**config.mk**
```make
export PLATFORM = sky130hd
export DESIGN_NAME = bounded_fifo_job_dispatcher_core
export DESIGN_NICKNAME = d
export VERILOG_FILES = /design/src/rtl/core/bfjd_pkg.sv /design/src/rtl/core/bfjd_front.sv /design/src/rtl/core/bfjd_cmd_queue.sv /design/src/rtl/core/bfjd_back.sv /design/src/rtl/core/bounded_fifo_job_dispatcher_core.sv
export SDC_FILE = /design/constraint.sdc
export NUM_CORES = 2
export LEC_CHECK = 0
export BUFFER_PORTS_ARGS = -buffer_cell sky130_fd_sc_hd__buf_2
export CORE_MARGIN = 3
export CORE_UTILIZATION = 56
export CTS_CLUSTER_SIZE = 25
export DETAILED_ROUTE_END_ITERATION = 12
export PLACE_DENSITY = 0.74
export SLEW_MARGIN = 20
export SYNTH_ARGS = -nofsm -noshare
export SYNTH_HDL_FRONTEND = slang
export SYNTH_SLANG_ARGS = --single-unit
```
**constraint.sdc**
```tcl
create_clock -name clk -period 16 [get_ports clk]
set_clock_uncertainty 0.2 [all_clocks]
set_input_delay 4 -clock clk [delete_from_list [all_inputs] [get_ports clk]]
set_output_delay 4 -clock clk [all_outputs]
set_load 0.02 [all_outputs]
```
**src/rtl/core/bfjd_pkg.sv**
```systemverilog
`timescale 1ns / 1ps

package bfjd_pkg;

  localparam int TIME_W  = 32;
  localparam int ID_W    = 16;
  localparam int LEN_W   = 16;
  localparam int LIMIT_W = 3;

  localparam logic [LIMIT_W-1:0] LIMIT_RESET = 3'd3;

  // One request retires at most this many records, which caps the usable limit.
  localparam int MAX_RECORDS         = 4;
  localparam int QUEUE_DEPTH_DEFAULT = 4;

  localparam logic [TIME_W-1:0] TIME_MAX = '1;

  typedef enum logic [1:0] {
    OUT_DONE         = 2'd0,
    OUT_DROPPED      = 2'd1,
    OUT_EXPIRED_WAIT = 2'd2,
    OUT_EXPIRED_RUN  = 2'd3
  } outcome_t;

  typedef struct packed {
    logic [ID_W-1:0]   job_id;
    logic [TIME_W-1:0] arrival_time;
    logic [LEN_W-1:0]  run_length;
    logic [TIME_W-1:0] deadline;
    logic              final_job;
  } job_t;

  typedef struct packed {
    logic [ID_W-1:0]   result_job_id;
    outcome_t          outcome;
    logic [TIME_W-1:0] event_time;
    logic [TIME_W-1:0] wait_delay;
    logic              run_end;
  } result_t;

  // A request as the front hands it on, with its finish time on an idle server.
  typedef struct packed {
    job_t              job;
    logic [TIME_W-1:0] idle_finish;
  } cmd_t;

  typedef enum logic [1:0] {
    ST_IDLE,
    ST_DECIDE,
    ST_RUN,
    ST_EMIT
  } back_state_t;

  typedef struct packed {
    back_state_t state;
    logic        draining;
    logic        queue_empty;
  } back_status_t;

  function automatic logic [TIME_W-1:0] sat_add(input logic [TIME_W-1:0] a,
                                                input logic [TIME_W-1:0] b);
    logic [TIME_W:0] s;
    s = {1'b0, a} + {1'b0, b};
    return s[TIME_W] ? TIME_MAX : s[TIME_W-1:0];
  endfunction

  function automatic logic [TIME_W-1:0] sat_sub(input logic [TIME_W-1:0] a,
                                                input logic [TIME_W-1:0] b);
    return (a > b) ? (a - b) : '0;
  endfunction

endpackage

```
**src/rtl/core/bfjd_front.sv**
```systemverilog
`timescale 1ns / 1ps

module bfjd_front (
  input  logic          clk,
  input  logic          rst,
  input  logic          job_valid,
  output logic          job_stall,
  input  bfjd_pkg::job_t job,
  output logic          cmd_push,
  input  logic          cmd_full,
  output bfjd_pkg::cmd_t cmd
);
  import bfjd_pkg::*;

  logic held_valid;
  logic accept;

  // The holding register frees up in the same cycle it hands its request on.
  assign job_stall = held_valid && cmd_full;
  assign accept    = job_valid && !job_stall;
  assign cmd_push  = held_valid && !cmd_full;

  always_ff @(posedge clk) begin
    if (rst) begin
      held_valid <= 1'b0;
    end else if (accept) begin
      held_valid <= 1'b1;
    end else if (cmd_push) begin
      held_valid <= 1'b0;
    end
  end

  always_ff @(posedge clk) begin
    if (accept) begin
      cmd.job         <= job;
      cmd.idle_finish <= sat_add(job.arrival_time, {{(TIME_W-LEN_W){1'b0}}, job.run_length});
    end
  end

endmodule

```
**src/rtl/core/bfjd_cmd_queue.sv**
```systemverilog
`timescale 1ns / 1ps

module bfjd_cmd_queue (
  input  logic           clk,
  input  logic           rst,
  input  logic           push,
  input  bfjd_pkg::cmd_t push_data,
  output logic           full,
  output logic           not_empty,
  input  logic           pop,
  output bfjd_pkg::cmd_t head
);
  import bfjd_pkg::*;

  cmd_t       entries [2];
  logic       wr_ptr;
  logic       rd_ptr;
  logic [1:0] fill;

  assign full      = (fill == 2'd2);
  assign not_empty = (fill != 2'd0);
  assign head      = entries[rd_ptr];

  always_ff @(posedge clk) begin
    if (rst) begin
      wr_ptr <= 1'b0;
      rd_ptr <= 1'b0;
      fill   <= 2'd0;
    end else begin
      if (push) begin
        wr_ptr <= ~wr_ptr;
      end
      if (pop) begin
        rd_ptr <= ~rd_ptr;
      end
      fill <= fill + {1'b0, push} - {1'b0, pop};
    end
  end

  always_ff @(posedge clk) begin
    if (push) begin
      entries[wr_ptr] <= push_data;
    end
  end

endmodule

```
**src/rtl/core/bfjd_back.sv**
```systemverilog
`timescale 1ns / 1ps

module bfjd_back #(
  parameter int QUEUE_DEPTH = bfjd_pkg::QUEUE_DEPTH_DEFAULT
) (
  input  logic                            clk,
  input  logic                            rst,
  input  logic [bfjd_pkg::LIMIT_W-1:0]    queue_limit,
  input  logic                            cmd_valid,
  input  bfjd_pkg::cmd_t                  cmd,
  output logic                            cmd_pop,
  output logic                            result_valid,
  input  logic                            result_stall,
  output bfjd_pkg::result_t               result,
  output bfjd_pkg::back_status_t          status
);
  import bfjd_pkg::*;

  localparam int PTR_W   = (QUEUE_DEPTH > 1) ? $clog2(QUEUE_DEPTH) : 1;
  localparam int CNT_W   = $clog2(QUEUE_DEPTH + 1);
  localparam int IDX_W   = PTR_W + 1;
  localparam int CMP_W   = (CNT_W > LIMIT_W) ? CNT_W : LIMIT_W;
  localparam int LIM_CAP = (MAX_RECORDS - 1 < QUEUE_DEPTH) ? MAX_RECORDS - 1 : QUEUE_DEPTH;

  typedef struct packed {
    logic [ID_W-1:0]   job_id;
    logic [TIME_W-1:0] arrival_time;
    logic [LEN_W-1:0]  run_length;
    logic [TIME_W-1:0] deadline;
  } entry_t;

  entry_t store [QUEUE_DEPTH];

  back_state_t       state;
  back_state_t       state_next;
  logic [PTR_W-1:0]  head;
  logic [CNT_W-1:0]  count;
  logic [TIME_W-1:0] server_time;
  logic              draining;
  logic              run_eq;
  cmd_t              cur;

  outcome_t          run_outcome;
  logic [TIME_W-1:0] run_time;
  logic [TIME_W-1:0] run_delay;
  logic [TIME_W-1:0] run_server;

  logic [CMP_W-1:0]  lim;
  logic [CMP_W-1:0]  count_x;
  logic [CMP_W-1:0]  count_after;
  logic [IDX_W-1:0]  tail_sum;
  logic [PTR_W-1:0]  tail;
  logic [PTR_W-1:0]  head_inc;
  logic              arr_lt;
  logic              arr_eq;
  logic              has_room;
  logic              out_free;
  logic              more;
  entry_t            head_entry;
  logic [TIME_W-1:0] fin;

  logic              emit;
  result_t           emit_rec;
  logic              push_cur;
  logic              pop_head;
  logic              load_server;
  logic [TIME_W-1:0] server_value;
  logic              drain_start;
  logic              capture_run;
  logic              load_eq;

  assign lim = (CMP_W'(queue_limit) > CMP_W'(LIM_CAP)) ? CMP_W'(LIM_CAP)
                                                       : CMP_W'(queue_limit);
  assign count_x     = CMP_W'(count);
  assign count_after = count_x - CMP_W'(1);
  assign has_room    = count_x < lim;

  assign tail_sum = IDX_W'(head) + IDX_W'(count);
  assign tail     = (tail_sum >= IDX_W'(QUEUE_DEPTH)) ? PTR_W'(tail_sum - IDX_W'(QUEUE_DEPTH))
                                                      : PTR_W'(tail_sum);
  assign head_inc = (head == PTR_W'(QUEUE_DEPTH - 1)) ? '0 : head + PTR_W'(1);

  assign arr_lt   = cur.job.arrival_time < server_time;
  assign arr_eq   = cur.job.arrival_time == server_time;
  assign out_free = !result_valid || !result_stall;

  assign head_entry = store[head];
  assign fin = sat_add(server_time, {{(TIME_W-LEN_W){1'b0}}, head_entry.run_length});

  // Whether the current request still owes a record after the one leaving now.
  always_comb begin
    if (draining) begin
      more = (count_after != '0);
    end else if (run_eq) begin
      more = cur.job.final_job;
    end else begin
      more = (cur.job.arrival_time >= run_server) || (count_after >= lim) ||
             cur.job.final_job;
    end
  end

  always_comb begin
    state_next = state;
    case (state)
      ST_IDLE: begin
        if (cmd_valid) begin
          state_next = ST_DECIDE;
        end
      end
      ST_DECIDE: begin
        if (arr_lt) begin
          if (has_room) begin
            state_next = cur.job.final_job ? ST_RUN : ST_IDLE;
          end else if (out_free) begin
            state_next = (cur.job.final_job && count != '0) ? ST_RUN : ST_IDLE;
          end
        end else if (count != '0) begin
          state_next = ST_RUN;
        end else if (out_free) begin
          state_next = ST_IDLE;
        end
      end
      ST_RUN: begin
        state_next = ST_EMIT;
      end
      ST_EMIT: begin
        if (out_free) begin
          if (draining) begin
            state_next = more ? ST_RUN : ST_IDLE;
          end else if (run_eq) begin
            state_next = cur.job.final_job ? ST_RUN : ST_IDLE;
          end else begin
            state_next = ST_DECIDE;
          end
        end
      end
      default: begin
        state_next = ST_IDLE;
      end
    endcase
  end

  always_comb begin
    cmd_pop      = 1'b0;
    emit         = 1'b0;
    emit_rec     = '0;
    push_cur     = 1'b0;
    pop_head     = 1'b0;
    load_server  = 1'b0;
    server_value = run_server;
    drain_start  = 1'b0;
    capture_run  = 1'b0;
    load_eq      = 1'b0;
    case (state)
      ST_IDLE: begin
        cmd_pop = cmd_valid;
      end
      ST_DECIDE: begin
        emit_rec.result_job_id = cur.job.job_id;
        if (arr_lt) begin
          if (has_room) begin
            push_cur    = 1'b1;
            drain_start = cur.job.final_job;
          end else if (out_free) begin
            emit                = 1'b1;
            emit_rec.outcome    = OUT_DROPPED;
            emit_rec.event_time = cur.job.arrival_time;
            emit_rec.run_end    = !(cur.job.final_job && count != '0);
            drain_start         = cur.job.final_job && count != '0;
          end
        end else if (count != '0) begin
          load_eq = 1'b1;
        end else if (out_free) begin
          emit                = 1'b1;
          emit_rec.outcome    = OUT_DONE;
          emit_rec.event_time = cur.idle_finish;
          emit_rec.run_end    = 1'b1;
          load_server         = 1'b1;
          server_value        = cur.idle_finish;
        end
      end
      ST_RUN: begin
        capture_run = 1'b1;
      end
      ST_EMIT: begin
        if (out_free) begin
          emit                   = 1'b1;
          emit_rec.result_job_id = head_entry.job_id;
          emit_rec.outcome       = run_outcome;
          emit_rec.event_time    = run_time;
          emit_rec.wait_delay    = run_delay;
          emit_rec.run_end       = !more;
          pop_head               = 1'b1;
          load_server            = 1'b1;
          push_cur               = !draining && run_eq;
          drain_start            = !draining && run_eq && cur.job.final_job;
        end
      end
      default: begin
      end
    endcase
  end

  always_ff @(posedge clk) begin
    if (rst) begin
      state       <= ST_IDLE;
      head        <= '0;
      count       <= '0;
      server_time <= '0;
      draining    <= 1'b0;
      run_eq      <= 1'b0;
    end else begin
      state <= state_next;
      if (pop_head) begin
        head <= head_inc;
      end
      count <= count + CNT_W'(push_cur) - CNT_W'(pop_head);
      if (load_server) begin
        server_time <= server_value;
      end
      if (state_next == ST_IDLE) begin
        draining <= 1'b0;
      end else if (drain_start) begin
        draining <= 1'b1;
      end
      if (load_eq) begin
        run_eq <= arr_eq;
      end else if (drain_start) begin
        run_eq <= 1'b0;
      end
    end
  end

  always_ff @(posedge clk) begin
    if (cmd_pop) begin
      cur <= cmd;
    end
    if (push_cur) begin
      store[tail] <= '{job_id:       cur.job.job_id,
                       arrival_time: cur.job.arrival_time,
                       run_length:   cur.job.run_length,
                       deadline:     cur.job.deadline};
    end
  end

  // The head job is evaluated against the server time in one registered step.
  always_ff @(posedge clk) begin
    if (capture_run) begin
      if (server_time >= head_entry.deadline) begin
        run_outcome <= OUT_EXPIRED_WAIT;
        run_time    <= server_time;
        run_delay   <= sat_sub(server_time, head_entry.arrival_time);
        run_server  <= server_time;
      end else if (fin > head_entry.deadline) begin
        run_outcome <= OUT_EXPIRED_RUN;
        run_time    <= head_entry.deadline;
        run_delay   <= sat_sub(head_entry.deadline, head_entry.arrival_time);
        run_server  <= head_entry.deadline;
      end else begin
        run_outcome <= OUT_DONE;
        run_time    <= fin;
        run_delay   <= sat_sub(server_time, head_entry.arrival_time);
        run_server  <= fin;
      end
    end
  end

  always_ff @(posedge clk) begin
    if (rst) begin
      result_valid <= 1'b0;
    end else if (emit) begin
      result_valid <= 1'b1;
    end else if (!result_stall) begin
      result_valid <= 1'b0;
    end
  end

  always_ff @(posedge clk) begin
    if (emit) begin
      result <= emit_rec;
    end
  end

  assign status.state       = state;
  assign status.draining    = draining;
  assign status.queue_empty = (count == '0);

endmodule

```
**src/rtl/core/bounded_fifo_job_dispatcher_core.sv**
```systemverilog
// A request that meets an idle server with no waiting jobs passes through the front holding
// register, the request queue and the back end's request register before its record is
// registered. The back end takes one request at a time, runs each waiting job it starts
// through its run and emit steps, and is held by output stalls.
// Reset (rst, synchronous, active high) sets the queue limit to three, the server time
// to zero and empties both the request queue and the waiting-job store.
`timescale 1ns / 1ps

module bounded_fifo_job_dispatcher_core #(
  parameter int QUEUE_DEPTH = bfjd_pkg::QUEUE_DEPTH_DEFAULT
) (
  input  logic                         clk,
  input  logic                         rst,
  input  logic                         cfg_we,
  input  logic [bfjd_pkg::LIMIT_W-1:0] cfg_wdata,
  input  logic                         job_valid,
  output logic                         job_stall,
  input  bfjd_pkg::job_t               job,
  output logic                         result_valid,
  input  logic                         result_stall,
  output bfjd_pkg::result_t            result
);
  import bfjd_pkg::*;

  // The front stage registers each request and works out when it would finish on
  // an idle server. A two-entry request queue lets it keep accepting while the back
  // end is busy running waiting jobs or is held by a stalled output.
  logic [LIMIT_W-1:0] queue_limit;

  logic         front_push;
  logic         cmd_full;
  cmd_t         front_cmd;
  logic         cmd_valid;
  logic         cmd_pop;
  cmd_t         cmd_head;
  back_status_t back_status;

  always_ff @(posedge clk) begin
    if (rst) begin
      queue_limit <= LIMIT_RESET;
    end else if (cfg_we) begin
      queue_limit <= cfg_wdata;
    end
  end

  bfjd_front u_front (
    .clk       (clk),
    .rst       (rst),
    .job_valid (job_valid),
    .job_stall (job_stall),
    .job       (job),
    .cmd_push  (front_push),
    .cmd_full  (cmd_full),
    .cmd       (front_cmd)
  );

  bfjd_cmd_queue u_cmd_queue (
    .clk       (clk),
    .rst       (rst),
    .push      (front_push),
    .push_data (front_cmd),
    .full      (cmd_full),
    .not_empty (cmd_valid),
    .pop       (cmd_pop),
    .head      (cmd_head)
  );

  // The back end owns the server time and the waiting-job FIFO. It takes one request
  // at a time, starts waiting jobs up to the arrival time, then queues, drops or
  // completes the new job, and drains the FIFO when the request is the last one.
  bfjd_back #(
    .QUEUE_DEPTH (QUEUE_DEPTH)
  ) u_back (
    .clk          (clk),
    .rst          (rst),
    .queue_limit  (queue_limit),
    .cmd_valid    (cmd_valid),
    .cmd          (cmd_head),
    .cmd_pop      (cmd_pop),
    .result_valid (result_valid),
    .result_stall (result_stall),
    .result       (result),
    .status       (back_status)
  );

`ifndef SYNTHESIS
  // The back end never takes a request from an empty queue.
  a_pop_nonempty: assert property (@(posedge clk) disable iff (rst)
    cmd_pop |-> cmd_valid)
    else $error("request taken from an empty queue");

  // A new record is loaded only from the decision or the emit step.
  a_emit_state: assert property (@(posedge clk) disable iff (rst)
    $rose(result_valid) |-> ($past(back_status.state) == ST_DECIDE ||
                             $past(back_status.state) == ST_EMIT))
    else $error("record loaded outside a decision or emit step");

  // A drain is over by the time the back end returns to idle.
  a_drain_idle: assert property (@(posedge clk) disable iff (rst)
    back_status.draining |-> back_status.state != ST_IDLE)
    else $error("drain flag left set while idle");

  // Starting a waiting job during a drain needs one in the store.
  a_drain_run: assert property (@(posedge clk) disable iff (rst)
    (back_status.draining && back_status.state == ST_RUN) |-> !back_status.queue_empty)
    else $error("drain started a job from an empty store");
`endif

endmodule
```
==> flow_summary_export.csv <==
group,metric,value,unit
status,status,"completed",
die,die_x,301,um
global_route,grt_first_pass_wirelength,179000,um
yosys,synth-edff-count,1049,
yosys,synth_area_leaders,"edfxtp_1 65%, ha_1 6.1%, mux4_2 4.4%",
global_route,grtUsageTotal,26.3,%
cells_and_area,final_cell_mix,"1049 x edfxtp_1, 239 x ha_1, 217 x nand2_1, 205 x inv_1, 189 x buf_2",
global_route,grt_overflow,0,
global_route,grt_use_met2,41.0,%
placement,gp_congestion,0.896,
drt,post_drt_wl_per_cell,25.3,um
clock_network,cts_tree,"yes",
global_route,grt_pass1_vias,28900,
cells_and_area,layout_commonest_cell,"edfxtp_1",
drt,ant_nets,0,
yosys,synth_warnings,0,
pwr,p_per_area,188,nW/um^2
setup_path,critical_path_arrival,8.57,ns
clock_network,cts.hold.buffers_added,0,
global_route,grtUsageMet1,38.5,%
yosys,ys_seq_area_share,66.9,%
placement,post_dp_cell_area,50900,um^2
setup_path,endpoint_kind,"flip-flop",
clock_network,clock-sinks,1101,
pwr,p_leak,19.9,nW
pwr,p_sw,0.00365,W
global_route,grt_max_degree,125,
pwr,p_clk_share,24.7,%
yosys,syn_area,48700,um^2
sta,hold_ws,0.237,ns
setup_path,cp_max_fo,40,
global_route,antenna_found_initial,1,
yosys,avgSynthCellArea,15.1,um^2
setup_path,critPathKind,"reg -> reg",
yosys,synth_top_area_share,64.7,%
yosys,async_flop_share,0,%
sta,setup_tns,0,ns
drt,drcViolationCount,0,
die,start_util,56.8,%
job,max-cap-violations,0,
placement,port_buffers,189,
drt,totalWireLength,118000,um
sta,fin_crit_sh,52.1,%
yosys,synth_seq_cells,1101,
cells_and_area,drive_gt1_share,19.1,%
sta,setup_viol,0,
sta,tightestPinTransition,1.09,ns
drt,via_per_inst,6.16,
sta,timing.fmax,120,MHz
clock_network,clk_pin_slew,0.07,ns
placement,dpl.hpwl,82200,um
setup_path,critPathLaunchType,"flip-flop",
drt,drt_iter0_drc,3027,
sta,slew-limit-headroom,27.4,%
cells_and_area,syn_to_final_growth,12.0,%
global_route,gr-max-usage-layer,"met2",
yosys,synth_cell_type_count,84,
die,row_count,107,
clock_network,worstSkewPairLatency,0.69,ns
sta,min_period,8.34,ns
clock_network,cts_made_buffers,106,
clock_network,postCtsSetupBuffers,0,
cells_and_area,nNetsFinal,3791,
sta,final_max_slew_viol_count,0,
die,io_pins,190,
drt,drt_first_pass_iters,8,
pwr,sw_frac_of_total,35.5,%
pwr,power_frac_seq,42.7,%
pwr,p_int,0.00663,W
die,core,85700,um^2
pwr,ir_drop,0.118,mV
yosys,netlist_instances,3222,
global_route,gr-usage-met3,4.25,%
setup_path,required,16.23,ns
pwr,pwr-share-comb,32.7,%
sta,rsz0062_at_grt,"no",
cells_and_area,antenna_cells,0,
min_path,hold_class,"reg -> reg",
drt,vias,28800,
clock_network,cts_max_level,3,
die,die_area,90500,um^2
clock_network,clock-root-buffer,"clkbuf_16",
clock_network,postCtsResizedCells,0,
die,die_y,301,um
sta,finalHoldViolations,0,
cells_and_area,design_area,54500,um^2
yosys,synth_flop_cell,"edfxtp_1",
yosys,netlist.top_cell.by_area,"edfxtp_1",
clock_network,clockBufferDepth,3,
==> cell usage after synthesis, types with 8 or more instances <==
master	n
nor3_1	25
a21o_1	77
a21oi_1	161
o21a_1	23
mux4_2	95
nand2b_1	18
and3_1	26
clkbuf_1	76
a22o_1	19
o22ai_1	24
o32ai_1	10
o21bai_1	13
nor2b_1	21
edfxtp_1	1049
inv_1	207
nand3_1	49
a31oi_1	18
xor2_1	46
mux2_2	135
a222oi_1	32
dfxtp_1	52
xnor2_1	52
o22ai_2	11
ha_1	239
a211oi_1	13
nand2_1	217
nor2_1	134
nand4_1	37
o211ai_1	12
a311oi_1	37
o21ai_1	11
and2_1	39
o21ai_0	83
buf_2	26
a211o_1	8
==> power by group through the flow <==
stage                     Combinational, W  Sequential, W  Clock, W
after floorplan                    0.00224        0.00436         0
after global placement             0.00325        0.00439         0
after detailed placement           0.00330        0.00442         0
after CTS                          0.00332        0.00437   0.00257
after global routing               0.00367        0.00443   0.00269
final                              0.00336        0.00438   0.00253
==> final cells by class <==
| class | count | area, um^2 |
|---|---|---|
| Clock buffer | 132 | 2820 |
| Clock inverter | 69 | 749 |
| Fill cell | 6070 | 31200 |
| Inverter | 208 | 785 |
| Multi-Input combinational cell | 1798 | 14900 |
| Sequential cell | 1101 | 32600 |
| Tap cell | 1144 | 1430 |
| Timing Repair Buffer | 227 | 1260 |
==> kinds of logic after synthesis <==
group	after synthesis	share of synthesized area [%]
adders and majority gates	244	6.35
other	1	0.00771
AOI/OAI and AO/OA	615	8.79
xor gates and xnor gates	98	1.76
DFF	1101	66.9
muxes	234	7.60
and+or+nand+nor	605	5.94
buffers and inverters	324	2.67
==> flip-flops by register name, indices dropped and copies added (netlist names), 32 cells and up, named ones only <==
signal,cells
u_back.store,384
u_cmd_queue.entries,258
u_back.cur,129
u_front.cmd,129
u_back.result,83
u_back.run_delay,32
u_back.run_server,32
u_back.server_time,32
==> critical path, stage by stage, from the launching register on <==
cell	delay (ns)
dfxtp_4	0.74
buf_4	0.81
mux4_2	0.61
ha_1	0.22
fa_1	0.41
a21o_1	0.20
a21oi_1	0.30
o21a_1	0.15
o21ai_0	0.21
o21a_1	0.30
o21ai_2	0.29
buf_4	0.36
o21ai_0	0.21
ha_1	0.36
a2111oi_0	0.39
o21ai_0	0.15
a21oi_1	0.20
a211o_1	0.16
a211oi_2	0.09
or3_1	0.45
buf_4	0.26
a21oi_1	0.51
a32oi_1	0.22
o22a_1	0.21
==> per-layer routing <==
metal	wire [um]	vias to the layer above
met2	54600	1279
li1	-	12900
met1	50700	14400
met3	9260	196
met5	9	-
met4	3630	2
==> metrics by stage <==
step	utilization, %	std cells	worst slack (ns)	total power (W)
2_1_floorplan	-	3223	4.47	0.00660
3_3_place_gp	59.4	4477	7.58	0.00764
5_1_grt	63.6	4679	7.17	0.0108
3_5_place_dp	59.5	4478	7.52	0.00772
6_report	63.6	4679	7.66	0.0103
4_1_cts	63.6	4679	7.45	0.0103
==> final timing paths <==
kind              slack (ns)             start  cells after the start                          end
hold / removal          0.24  u_front.cmd[112]                      0  u_cmd_queue.entries[0][112]
hold reg to reg         0.24  u_front.cmd[112]                      0  u_cmd_queue.entries[0][112]
setup reg to reg        7.66         flip-flop                     23        u_back.run_server[29]
setup / recovery        7.66         flip-flop                     23        u_back.run_server[29]
No activity file was read; power rests on OpenSTA's default activity.
